File: config.mk
export PLATFORM = sky130hd
export DESIGN_NAME = thermal_core_hotplug_hysteresis
export DESIGN_NICKNAME = d
export VERILOG_FILES = /design/src/thc_pkg.sv /design/src/thc_cfg_regs.sv /design/src/thc_decide.sv /design/src/thermal_core_hotplug_hysteresis.sv
export SDC_FILE = /design/constraint.sdc
export NUM_CORES = 1
export LEC_CHECK = 0
export BUFFER_PORTS_ARGS = -buffer_cell sky130_fd_sc_hd__buf_2
export CORE_ASPECT_RATIO = 0.6
export CORE_MARGIN = 3
export CORE_UTILIZATION = 40
export DETAILED_ROUTE_END_ITERATION = 8
export PLACE_DENSITY = 0.55
export SETUP_SLACK_MARGIN = 0.1
export SYNTH_ARGS = -nofsm -noshare
export SYNTH_HDL_FRONTEND = slang
export SYNTH_HIERARCHICAL = 1
export SYNTH_SLANG_ARGS = --single-unit
File: constraint.sdc
create_clock -name clk -period 4.3 [get_ports clk]
set_clock_uncertainty 0.1 [all_clocks]
set_input_delay 0.645 -clock clk [delete_from_list [all_inputs] [get_ports clk]]
set_output_delay 0.645 -clock clk [all_outputs]
set_load 0.05 [all_outputs]
File: src/thc_pkg.sv
// Shared types and constants for the thermal core hotplug hysteresis block.
// No dependencies; every other file imports this package.
package thc_pkg;

  // Mask and index field widths are derived from the core count
  localparam int NUM_CORES  = 4;
  localparam int CORE_IDX_W = $clog2(NUM_CORES);
  localparam int TEMP_W     = 9;
  localparam int HYST_W     = 8;
  localparam int CFG_IDX_W  = 2;
  localparam int CFG_DATA_W = 9;

  // Request codes on the result beat
  typedef enum logic [1:0] {
    REQ_NONE = 2'd0,
    REQ_DOWN = 2'd1,
    REQ_UP   = 2'd2
  } req_t;

  // Configuration register indexes
  typedef enum logic [CFG_IDX_W-1:0] {
    CFG_ENABLE     = 2'd0,
    CFG_CORE_MASK  = 2'd1,
    CFG_LIMIT_TEMP = 2'd2,
    CFG_HYSTERESIS = 2'd3
  } cfg_idx_t;

  typedef struct packed {
    logic                     enable;
    logic [NUM_CORES-1:0]     core_mask;
    logic signed [TEMP_W-1:0] limit_temp;
    logic [HYST_W-1:0]        hysteresis;
  } cfg_t;

  typedef struct packed {
    logic signed [TEMP_W-1:0] temp;
    logic [NUM_CORES-1:0]     online_cores;
  } in_item_t;

  typedef struct packed {
    req_t                  request;
    logic [CORE_IDX_W-1:0] core_index;
    logic [NUM_CORES-1:0]  held_offline;
  } out_item_t;

endpackage

File: src/thc_cfg_regs.sv
// Configuration register file for the thermal core hotplug block.
// Depends on thc_pkg for the register index codes and cfg_t.
module thc_cfg_regs import thc_pkg::*; (
  input  logic                  clk,
  input  logic                  rst_n,
  input  logic                  cfg_we,
  input  logic [CFG_IDX_W-1:0]  cfg_index,
  input  logic [CFG_DATA_W-1:0] cfg_wdata,
  output cfg_t                  cfg
);

  cfg_t cfg_r;
  cfg_t cfg_nxt;

  // Address decode
  always_comb begin
    cfg_nxt = cfg_r;
    if (cfg_we) begin
      unique case (cfg_idx_t'(cfg_index))
        CFG_ENABLE:     cfg_nxt.enable     = cfg_wdata[0];
        CFG_CORE_MASK:  cfg_nxt.core_mask  = cfg_wdata[NUM_CORES-1:0];
        CFG_LIMIT_TEMP: cfg_nxt.limit_temp = $signed(cfg_wdata[TEMP_W-1:0]);
        CFG_HYSTERESIS: cfg_nxt.hysteresis = cfg_wdata[HYST_W-1:0];
        default:        cfg_nxt = cfg_r;
      endcase
    end
  end

  always_ff @(posedge clk) begin
    if (!rst_n) begin
      cfg_r <= '0;
    end else begin
      cfg_r <= cfg_nxt;
    end
  end

  assign cfg = cfg_r;

endmodule

File: src/thc_decide.sv
// Combinational decision logic: threshold compares and the two core scans.
// Depends on thc_pkg for cfg_t, in_item_t, out_item_t and request codes.
module thc_decide import thc_pkg::*; (
  input  cfg_t                 cfg,
  input  logic [NUM_CORES-1:0] held,
  input  in_item_t             item,
  output out_item_t            result
);

  logic signed [TEMP_W:0]    low_thr;
  logic                      hot;
  logic                      cool;
  logic                      dn_found;
  logic [CORE_IDX_W-1:0]     dn_idx;
  logic                      up_found;
  logic [CORE_IDX_W-1:0]     up_idx;
  logic [NUM_CORES-1:0]      up_clr;

  // Thresholds; release level kept one bit wider so it cannot wrap
  always_comb begin
    low_thr = $signed({item.temp[TEMP_W-1], item.temp}) ;
    low_thr = $signed({cfg.limit_temp[TEMP_W-1], cfg.limit_temp})
            - $signed({2'b00, cfg.hysteresis});
    hot  = $signed(item.temp) >= $signed(cfg.limit_temp);
    cool = $signed({item.temp[TEMP_W-1], item.temp}) <= low_thr;
  end

  // Down scan: highest allowed core above core 0 not already held and offline
  always_comb begin
    dn_found = 1'b0;
    dn_idx   = '0;
    for (int i = NUM_CORES - 1; i > 0; i--) begin
      if (!dn_found && cfg.core_mask[i] && !(held[i] && !item.online_cores[i])) begin
        dn_found = 1'b1;
        dn_idx   = i[CORE_IDX_W-1:0];
      end
    end
  end

  // Up scan: release held cores from core 0 up to and including the first held one that is offline
  always_comb begin
    up_found = 1'b0;
    up_idx   = '0;
    up_clr   = '0;
    for (int i = 0; i < NUM_CORES; i++) begin
      if (!up_found && held[i]) begin
        up_clr[i] = 1'b1;
        if (!item.online_cores[i]) begin
          up_found = 1'b1;
          up_idx   = i[CORE_IDX_W-1:0];
        end
      end
    end
  end

  // Pick the action
  always_comb begin
    result.request      = REQ_NONE;
    result.core_index   = '0;
    result.held_offline = held;
    if (cfg.enable && (cfg.core_mask != '0)) begin
      if (hot) begin
        if (dn_found) begin
          result.request          = REQ_DOWN;
          result.core_index       = dn_idx;
          result.held_offline     = held;
          result.held_offline[dn_idx] = 1'b1;
        end
      end else if ((held != '0) && cool) begin
        result.held_offline = held & ~up_clr;
        if (up_found) begin
          result.request    = REQ_UP;
          result.core_index = up_idx;
        end
      end
    end
  end

endmodule

File: src/thermal_core_hotplug_hysteresis.sv
// Top level of the thermal core hotplug hysteresis block.
// Depends on thc_pkg, thc_cfg_regs and thc_decide.
//
// One beat in gives exactly one beat out. A reading is captured in an input
// register, decided against the held-offline mask once the output register
// is free and written to it; the mask is updated in the same cycle.
// Sustained rate is one beat per cycle while the output is not stalled,
// set by the single input-to-output register pair; when the output is
// stalled the input register still takes one more beat. Configuration is
// written through cfg_we/cfg_index/cfg_wdata and must only change while
// no beat is in flight.
module thermal_core_hotplug_hysteresis import thc_pkg::*; (
  input  logic                  clk,
  input  logic                  rst_n,
  input  logic                  in_valid,
  output logic                  in_ready,
  input  in_item_t              in_data,
  output logic                  out_valid,
  input  logic                  out_ready,
  output out_item_t             out_data,
  input  logic                  cfg_we,
  input  logic [CFG_IDX_W-1:0]  cfg_index,
  input  logic [CFG_DATA_W-1:0] cfg_wdata
);

  cfg_t                 cfg;
  logic                 in_valid_r;
  in_item_t             in_data_r;
  logic                 out_valid_r;
  out_item_t            out_data_r;
  logic [NUM_CORES-1:0] held_r;
  out_item_t            result;
  logic                 advance;

  thc_cfg_regs u_cfg (
    .clk       (clk),
    .rst_n     (rst_n),
    .cfg_we    (cfg_we),
    .cfg_index (cfg_index),
    .cfg_wdata (cfg_wdata),
    .cfg       (cfg)
  );

  thc_decide u_decide (
    .cfg    (cfg),
    .held   (held_r),
    .item   (in_data_r),
    .result (result)
  );

  // Move the captured beat into the output register when it is free
  assign advance  = in_valid_r && (!out_valid_r || out_ready);
  assign in_ready = !in_valid_r || advance;

  // Valid flags and the held mask
  always_ff @(posedge clk) begin
    if (!rst_n) begin
      in_valid_r  <= 1'b0;
      out_valid_r <= 1'b0;
      held_r      <= '0;
    end else begin
      if (in_ready) begin
        in_valid_r <= in_valid;
      end
      if (advance) begin
        out_valid_r <= 1'b1;
        held_r      <= result.held_offline;
      end else if (out_ready) begin
        out_valid_r <= 1'b0;
      end
    end
  end

  // Payload registers
  always_ff @(posedge clk) begin
    if (in_valid && in_ready) begin
      in_data_r <= in_data;
    end
    if (advance) begin
      out_data_r <= result;
    end
  end

  assign out_valid = out_valid_r;
  assign out_data  = out_data_r;

endmodule

==> results of run 1 <==
## placed cells by master (no fill, tap or decap), types with 2 or more instances in the layout
cell,netlist,routed
and4_1,2,2
nand3b_1,2,2
ha_1,27,27
nand2_1,48,48
xnor2_1,3,3
inv_1,21,21
mux2i_1,26,26
o211ai_1,2,2
o21ai_0,6,6
a21oi_1,7,7
a21boi_0,2,2
a41oi_1,2,2
xor2_1,4,4
dfxtp_1,28,28
nand2b_1,7,7
a31oi_1,4,4
nor2_1,10,10
nor3_1,2,2
a211oi_1,2,2
edfxtp_1,21,21
buf_2,4,38
and2_1,3,3
o2bb2ai_1,2,2
nor2b_1,5,5
and3_1,2,2
clkbuf_16,0,5
a32o_1,2,2
a21o_1,2,2
## state kept, by name, indices dropped and copies added (netlist names)
signal      cells
out_data        8
u_cfg/cfg      22
in_data_r      13
in_valid_r      1
held_r          4
out_valid       1
## through the flow
step           instances  hold slack, ps  setup WS, ps  total power (W)  utilization, %
2_1_floorplan        269             338           921         0.000672               -
3_3_place_gp         385             350           574         0.000725            47.1
3_5_place_dp         385             355           502         0.000727            47.1
4_1_cts              393             365           451          0.00112            49.4
5_1_grt              393             387           246          0.00116            49.5
6_report             393             363           542          0.00111            49.5
## how the worst min path moves through the flow
stage              endpoint  slack (ps)  cells past startpoint
6_report       u_cfg/cfg[6]         360                      2
5_1_grt        u_cfg/cfg[3]         390                      2
4_1_cts        u_cfg/cfg[6]         360                      2
3_5_place_dp   u_cfg/cfg[5]         360                      2
3_3_place_gp   u_cfg/cfg[6]         350                      2
2_1_floorplan  u_cfg/cfg[4]         340                      2
## routing by layer
metal | share of wire [%] | wire [um] | vias up | global-route usage (%)
met5 | 0 | 0 | - | 0
met4 | 0.78 | 47 | 0 | 3.60
met3 | 6.6 | 395 | 5 | 4.42
met2 | 36 | 2150 | 68 | 17.8
met1 | 57 | 3400 | 928 | 27.0
li1 | - | - | 1044 | -
## power by group through the flow
stage	Sequential [W]	Clock, W	Combinational [W]
floorplan	0.000535	0	0.000138
global placement	0.000527	0	0.000197
detailed placement	0.000527	0	0.000200
CTS	0.000517	0.000398	0.000202
global route	0.000519	0.000417	0.000229
finish	0.000517	0.000386	0.000204
## logic make-up (layout without fill, tap and decap cells)
logic type / count (synthesis) / after routing / share of synthesized area, %
AND/OR/NAND/NOR: 90 / 90 / 16.1
flip-flops: 49 / 49 / 43.2
AO/OA/AOI/OAI: 42 / 42 / 11.7
adder cells (fa/ha/maj): 28 / 28 / 13.0
buffers and inverters: 27 / 67 / 4.40
multiplexers: 26 / 26 / 9.44
XOR/XNOR: 7 / 7 / 2.22
## cell type report
cell class	count	area [um^2]
tap	84	105
sequential	49	1190
fill	621	3230
multi-input combinational	193	1450
clock buffer	6	129
timing repair buffer	38	190
inverter	21	78.8
clock inverter	2	15.0
## what timing repair did
item                       CTS  global route
setup endpoints to repair    0             2
hold buffers                 0             0
resized for setup            0             1
## critical path, delay by kind of cell (launching register included)
family | cells | cell delay [ps]
buffers and inverters | 1 | 60
muxes | 1 | 80
and+or+nand+nor | 2 | 210
adders and majority gates | 2 | 530
AOI/OAI and AO/OA | 8 | 2080
DFF | 1 | 370
xor gates and xnor gates | 1 | 200
==> metrics.yaml, run 1 <==
setup_path:
  end_kind: "flip-flop"
  ff2ff_path_depth: 15
  criticalPathCategory: "flip-flop to flip-flop"
  path_cells: "inv_1 > ha_1 > nor2b_1 > o21ai_0 > a21oi_1 > o41ai_2 > xor2_1 > ha_1 > a21o_1 > a2111o_1 > a221oi_2 > a2bb2oi_2 > a31oi_1 > nand2_1 > mux2i_1"
  critPathRequiredTime_ps: 4350
  crit_top_cell: "ha_1"
  cpMaxStageDelayCell: "a2111o_1"
  crit_start: "u_cfg/cfg[1]"
  reg2reg_slack_ps: 540
  worstPathMaxFanout: 6
  worstSetupStartpointType: "flip-flop"
  reg2reg_from: "u_cfg/cfg[1]"
  critPathArrivalTime_ps: 3800
  crit_path_end: "held_r[3]"
  r2r_end: "held_r[3]"
  max_stage_delay_ps: 410
clocking:
  clk_latency_ps: 290
  postCtsSetupBuffers: 0
  cts_tree: "yes"
  cts_root_buf: "clkbuf_16"
  cts_made_buffers: 5
  path_clk_slew_ps: 70
  h-tree-depth: 2
  clockBufferDepth: 2
  clock_sinks: 49
routing:
  ant_nets: 0
  avgViaCountPerCell: 5.20
  wl_per_cell_um: 15.2
  routed_wl_um: 5990
  first_pass_iters: 4
  drc: 0
  vias: 2045
  drtIter0Drc: 125
synthesis:
  yosysWarningCount: 6
  seq_area_frac_synth_pct: 43.2
  synthCells: 269
  synth-edff-count: 21
  synth_area_leaders: "edfxtp_1 23%, dfxtp_1 20%, ha_1 12%"
  postSynthAreaPerCell_um2: 10.2
  mappedNetlistNets: 326
  async_flop_share_pct: 0
  yosys.area.top_type: "edfxtp_1"
  ys_types: 48
  syn_area_um2: 2760
  yosys-top-cells-count: "48 x nand2_1, 28 x dfxtp_1, 27 x ha_1"
  ys_seq_elements: 49
  yosysMostFrequentCell: "nand2_1"
  yosys.area.top_type_share_pct: 22.9
  ys.flop_type: "dfxtp_1"
floorplan:
  die_h_um: 70.3
  die_area_um2: 7960
  row_count: 22
  die_x_um: 113
  start_util_pct: 43.2
  io_pins: 39
  coreArea_um2: 6390
sta:
  final.setup.tns_ps: 0
  rsz0062_at_grt: "no"
  tightest_slew_ps: 716
  maxSlewViolCount: 0
  finalCriticalPeriod_ps: 3760
  fin_crit_sh_pct: 87.4
  hold_viol: 0
  slew_headroom_pct: 52.2
  fmax_mhz: 266
  setup_viol: 0
power_and_ir_drop:
  powerDensity_nw_per_um2: 350
  power_frac_seq_pct: 46.7
  p_leak_nw: 1.36
  intPower_w: 0.000807
  pwr-share-clk_pct: 34.9
  power_frac_comb_pct: 18.4
  vdd_ir_drop_max_v: 0.000169
  power.switching_w: 0.000299
  switching_share_pct: 27.0
cells_and_area:
  antennaDiodeCount: 0
  layout.nets: 365
  area_growth_pct: 14.7
  drive_gt1_share_pct: 17.5
  final_area_um2: 3160
grt:
  grt_pass1_wl_um: 9720
  grt_max_degree: 42
  grt-ovfl-total: 0
  grt_use_total_pct: 15.7
  grt_pass1_vias: 1828
  antenna_found_initial: 0
placement:
  port_buffers: 38
  gp_congestion: 0.849
  placed_area_um2: 3010
  dp_hpwl_um: 4700
hold_path:
  hp-start: "u_cfg/cfg[6]"
  hold_path_class: "flip-flop to flip-flop"
job:
  maxCapViolCount: 0
status:
  status: "complete, no violations"
No activity file was read; power rests on OpenSTA's default activity.
==> inputs of run 2 (changes only) <==
==> constraint.sdc (replaced) <==
create_clock -name clk -period 4.8 [get_ports clk]
set_clock_uncertainty 0.1 [all_clocks]
set_input_delay 0.72 -clock clk [delete_from_list [all_inputs] [get_ports clk]]
set_output_delay 0.72 -clock clk [all_outputs]
set_load 0.05 [all_outputs]
==> run 2 against run 1 <==
- wire length increased by 0.78%
- clock power down 5%
- via count fell by 1.2%
- critical path depth unchanged
- largest cell class unchanged
- fmax is 2.1% lower
- sequential share of layout area down 0.060 points
- cell count did not move
- first-iteration DRC count fell by 5.6%
- register-to-register slack better by 420 ps
==> metrics.yaml, run 2 (same netlist as run 1, synthesis figures left out) <==
status:
  status: "complete, no violations"
setup_path:
  crit_top_cell: "ha_1"
  worstPathMaxFanout: 6  # unchanged
  crit_path_end: "held_r[3]"
  end_kind: "flip-flop"
  worstSetupStartpointType: "flip-flop"
  reg2reg_slack_ps: 960  # +420 ps
  criticalPathCategory: "flip-flop to flip-flop"
  r2r_end: "held_r[3]"
  path_cells: "inv_1 > ha_1 > nor2b_1 > o21ai_0 > a21oi_1 > o41ai_1 > xor2_1 > ha_1 > a21o_1 > a2111o_1 > a221oi_2 > a2bb2oi_2 > a31oi_1 > nand2_1 > mux2i_1"
  max_stage_delay_ps: 520  # +110 ps
  crit_start: "u_cfg/cfg[1]"
  ff2ff_path_depth: 15  # unchanged
  reg2reg_from: "u_cfg/cfg[1]"
  critPathRequiredTime_ps: 4850  # +500 ps
  cpMaxStageDelayCell: "o41ai_1"
  critPathArrivalTime_ps: 3890  # +90 ps
grt:
  grt_pass1_vias: 1899  # +3.9%
  grt_pass1_wl_um: 9670  # -0.50%
  grt_util_met2_pct: 18.8  # +0.98 points
  grt_use_total_pct: 16.0  # +0.28 points
  met3_usage_pct: 5.71  # +1.3 points
  antenna_found_initial: 0  # unchanged
  grtUsageMet1_pct: 25.7  # -1.3 points
  grt-ovfl-total: 0  # unchanged
  grt_busiest_layer: "met1"
  grt_max_degree: 42  # unchanged
hold_path:
  hold_path_class: "flip-flop to flip-flop"
clocking:
  h-tree-depth: 2  # unchanged
  clockBufferDepth: 2  # unchanged
  ctsResizeCount: 0  # unchanged
  cts_made_buffers: 5  # unchanged
  cts_tree: "yes"
  clock_sinks: 49  # unchanged
  postCtsSetupBuffers: 0  # unchanged
  path_clk_slew_ps: 70  # about the same
  cts_root_buf: "clkbuf_16"
  clk_latency_ps: 290  # about the same
  holdBufCountCts: 0  # unchanged
cells_and_area:
  layout_common_cells: "48 x nand2_1, 38 x buf_2, 28 x dfxtp_1"
  area_growth_pct: 14.8
  layout_commonest_cell: "nand2_1"
  drive_gt1_share_pct: 17.5  # unchanged
  antennaDiodeCount: 0  # unchanged
  layout.nets: 365  # unchanged
  largest_reg_flops: 22  # unchanged
placement:
  gp_congestion: 0.849  # about the same
  port_buffers: 38  # unchanged
  dp_hpwl_um: 4790  # +1.8%
sta:
  fin_crit_sh_pct: 80.0  # -7.4 points
  hold_viol: 0  # unchanged
  finalCriticalPeriod_ps: 3840  # +80.1 ps
  final.setup.tns_ps: 0  # unchanged
  maxSlewViolCount: 0  # unchanged
  slew_headroom_pct: 46.5  # -5.7 points
  tightest_slew_ps: 792  # +75.2 ps
  fmax_mhz: 261  # -2.1%
  rsz0062_at_grt: "no"
  setup_viol: 0  # unchanged
routing:
  vias: 2020  # -1.2%
  first_pass_iters: 4  # unchanged
  drc: 0  # unchanged
  wl_per_cell_um: 15.4  # +0.78%
  avgViaCountPerCell: 5.14  # -1.2%
  routed_wl_um: 6040  # +0.78%
  ant_nets: 0  # unchanged
  drtIter0Drc: 118  # -5.6%
power_and_ir_drop:
  p_leak_nw: 1.36  # about the same
  total_power_w: 0.00101  # -8.6%
  powerDensity_nw_per_um2: 319  # -8.8%
  vdd_ir_drop_max_v: 0.000165  # -2.3%
floorplan:
  coreArea_um2: 6390  # unchanged
  die_area_um2: 7960  # unchanged
  row_count: 22  # unchanged
  die_x_um: 113  # unchanged
  start_util_pct: 43.2  # unchanged
  die_h_um: 70.3  # unchanged
  io_pins: 39  # unchanged
job:
  maxCapViolCount: 0  # unchanged
run 2: final cells by class:
cell class | instances | area, um^2
Clock inverter | 2 | 17.5
Timing Repair Buffer | 38 | 190
Sequential cell | 49 | 1190
Clock buffer | 6 | 139
Multi-Input combinational cell | 193 | 1440
Inverter | 21 | 78.8
Fill cell | 635 | 3220
Tap cell | 84 | 105
run 2: power breakdown:
part / total [W] / leakage (nW) / switching [W] / internal (W)
Combinational: 0.000181 / 0.856 / 0.000105 / 0.0000762
Sequential: 0.000463 / 0.430 / 0.0000111 / 0.000452
Clock: 0.000368 / 0.0775 / 0.000158 / 0.000210
run 2: stage by stage:
stage,utilization (%),setup slack [ps],area [um^2],std cells,hold WS [ps]
2_1_floorplan,-,1420,2760,269,338
3_3_place_gp,47.1,1070,3010,385,350
3_5_place_dp,47.1,1010,3010,385,353
4_1_cts,49.6,990,3170,393,363
5_1_grt,49.6,615,3170,393,387
6_report,49.6,962,3170,393,361
run 2: how the worst min path moves through the flow:
stage,startpoint,to,slack (ps),depth (start not counted)
after detailed placement,u_cfg/cfg[6],u_cfg/cfg[6],350,2
after CTS,u_cfg/cfg[6],u_cfg/cfg[6],360,2
after global placement,u_cfg/cfg[6],u_cfg/cfg[6],350,2
final,u_cfg/cfg[6],u_cfg/cfg[6],360,2
after global routing,u_cfg/cfg[6],u_cfg/cfg[6],390,2
after floorplan,u_cfg/cfg[4],u_cfg/cfg[4],340,2
run 2: worst max-delay path: cells and delay by family, from the launching register on:
kind	cells	cell delay, ps
mux	1	80
fa+ha+maj	2	580
flops	1	370
simple gates	2	210
buf+inv	1	60
xor+xnor	1	150
compound gates	8	2150
run 2: layer usage:
layer | up-vias | share of wire [%]
li1 | 1042 | -
met1 | 885 | 54
met2 | 89 | 35
met3 | 4 | 9.2
met4 | 0 | 0.93
met5 | - | 0
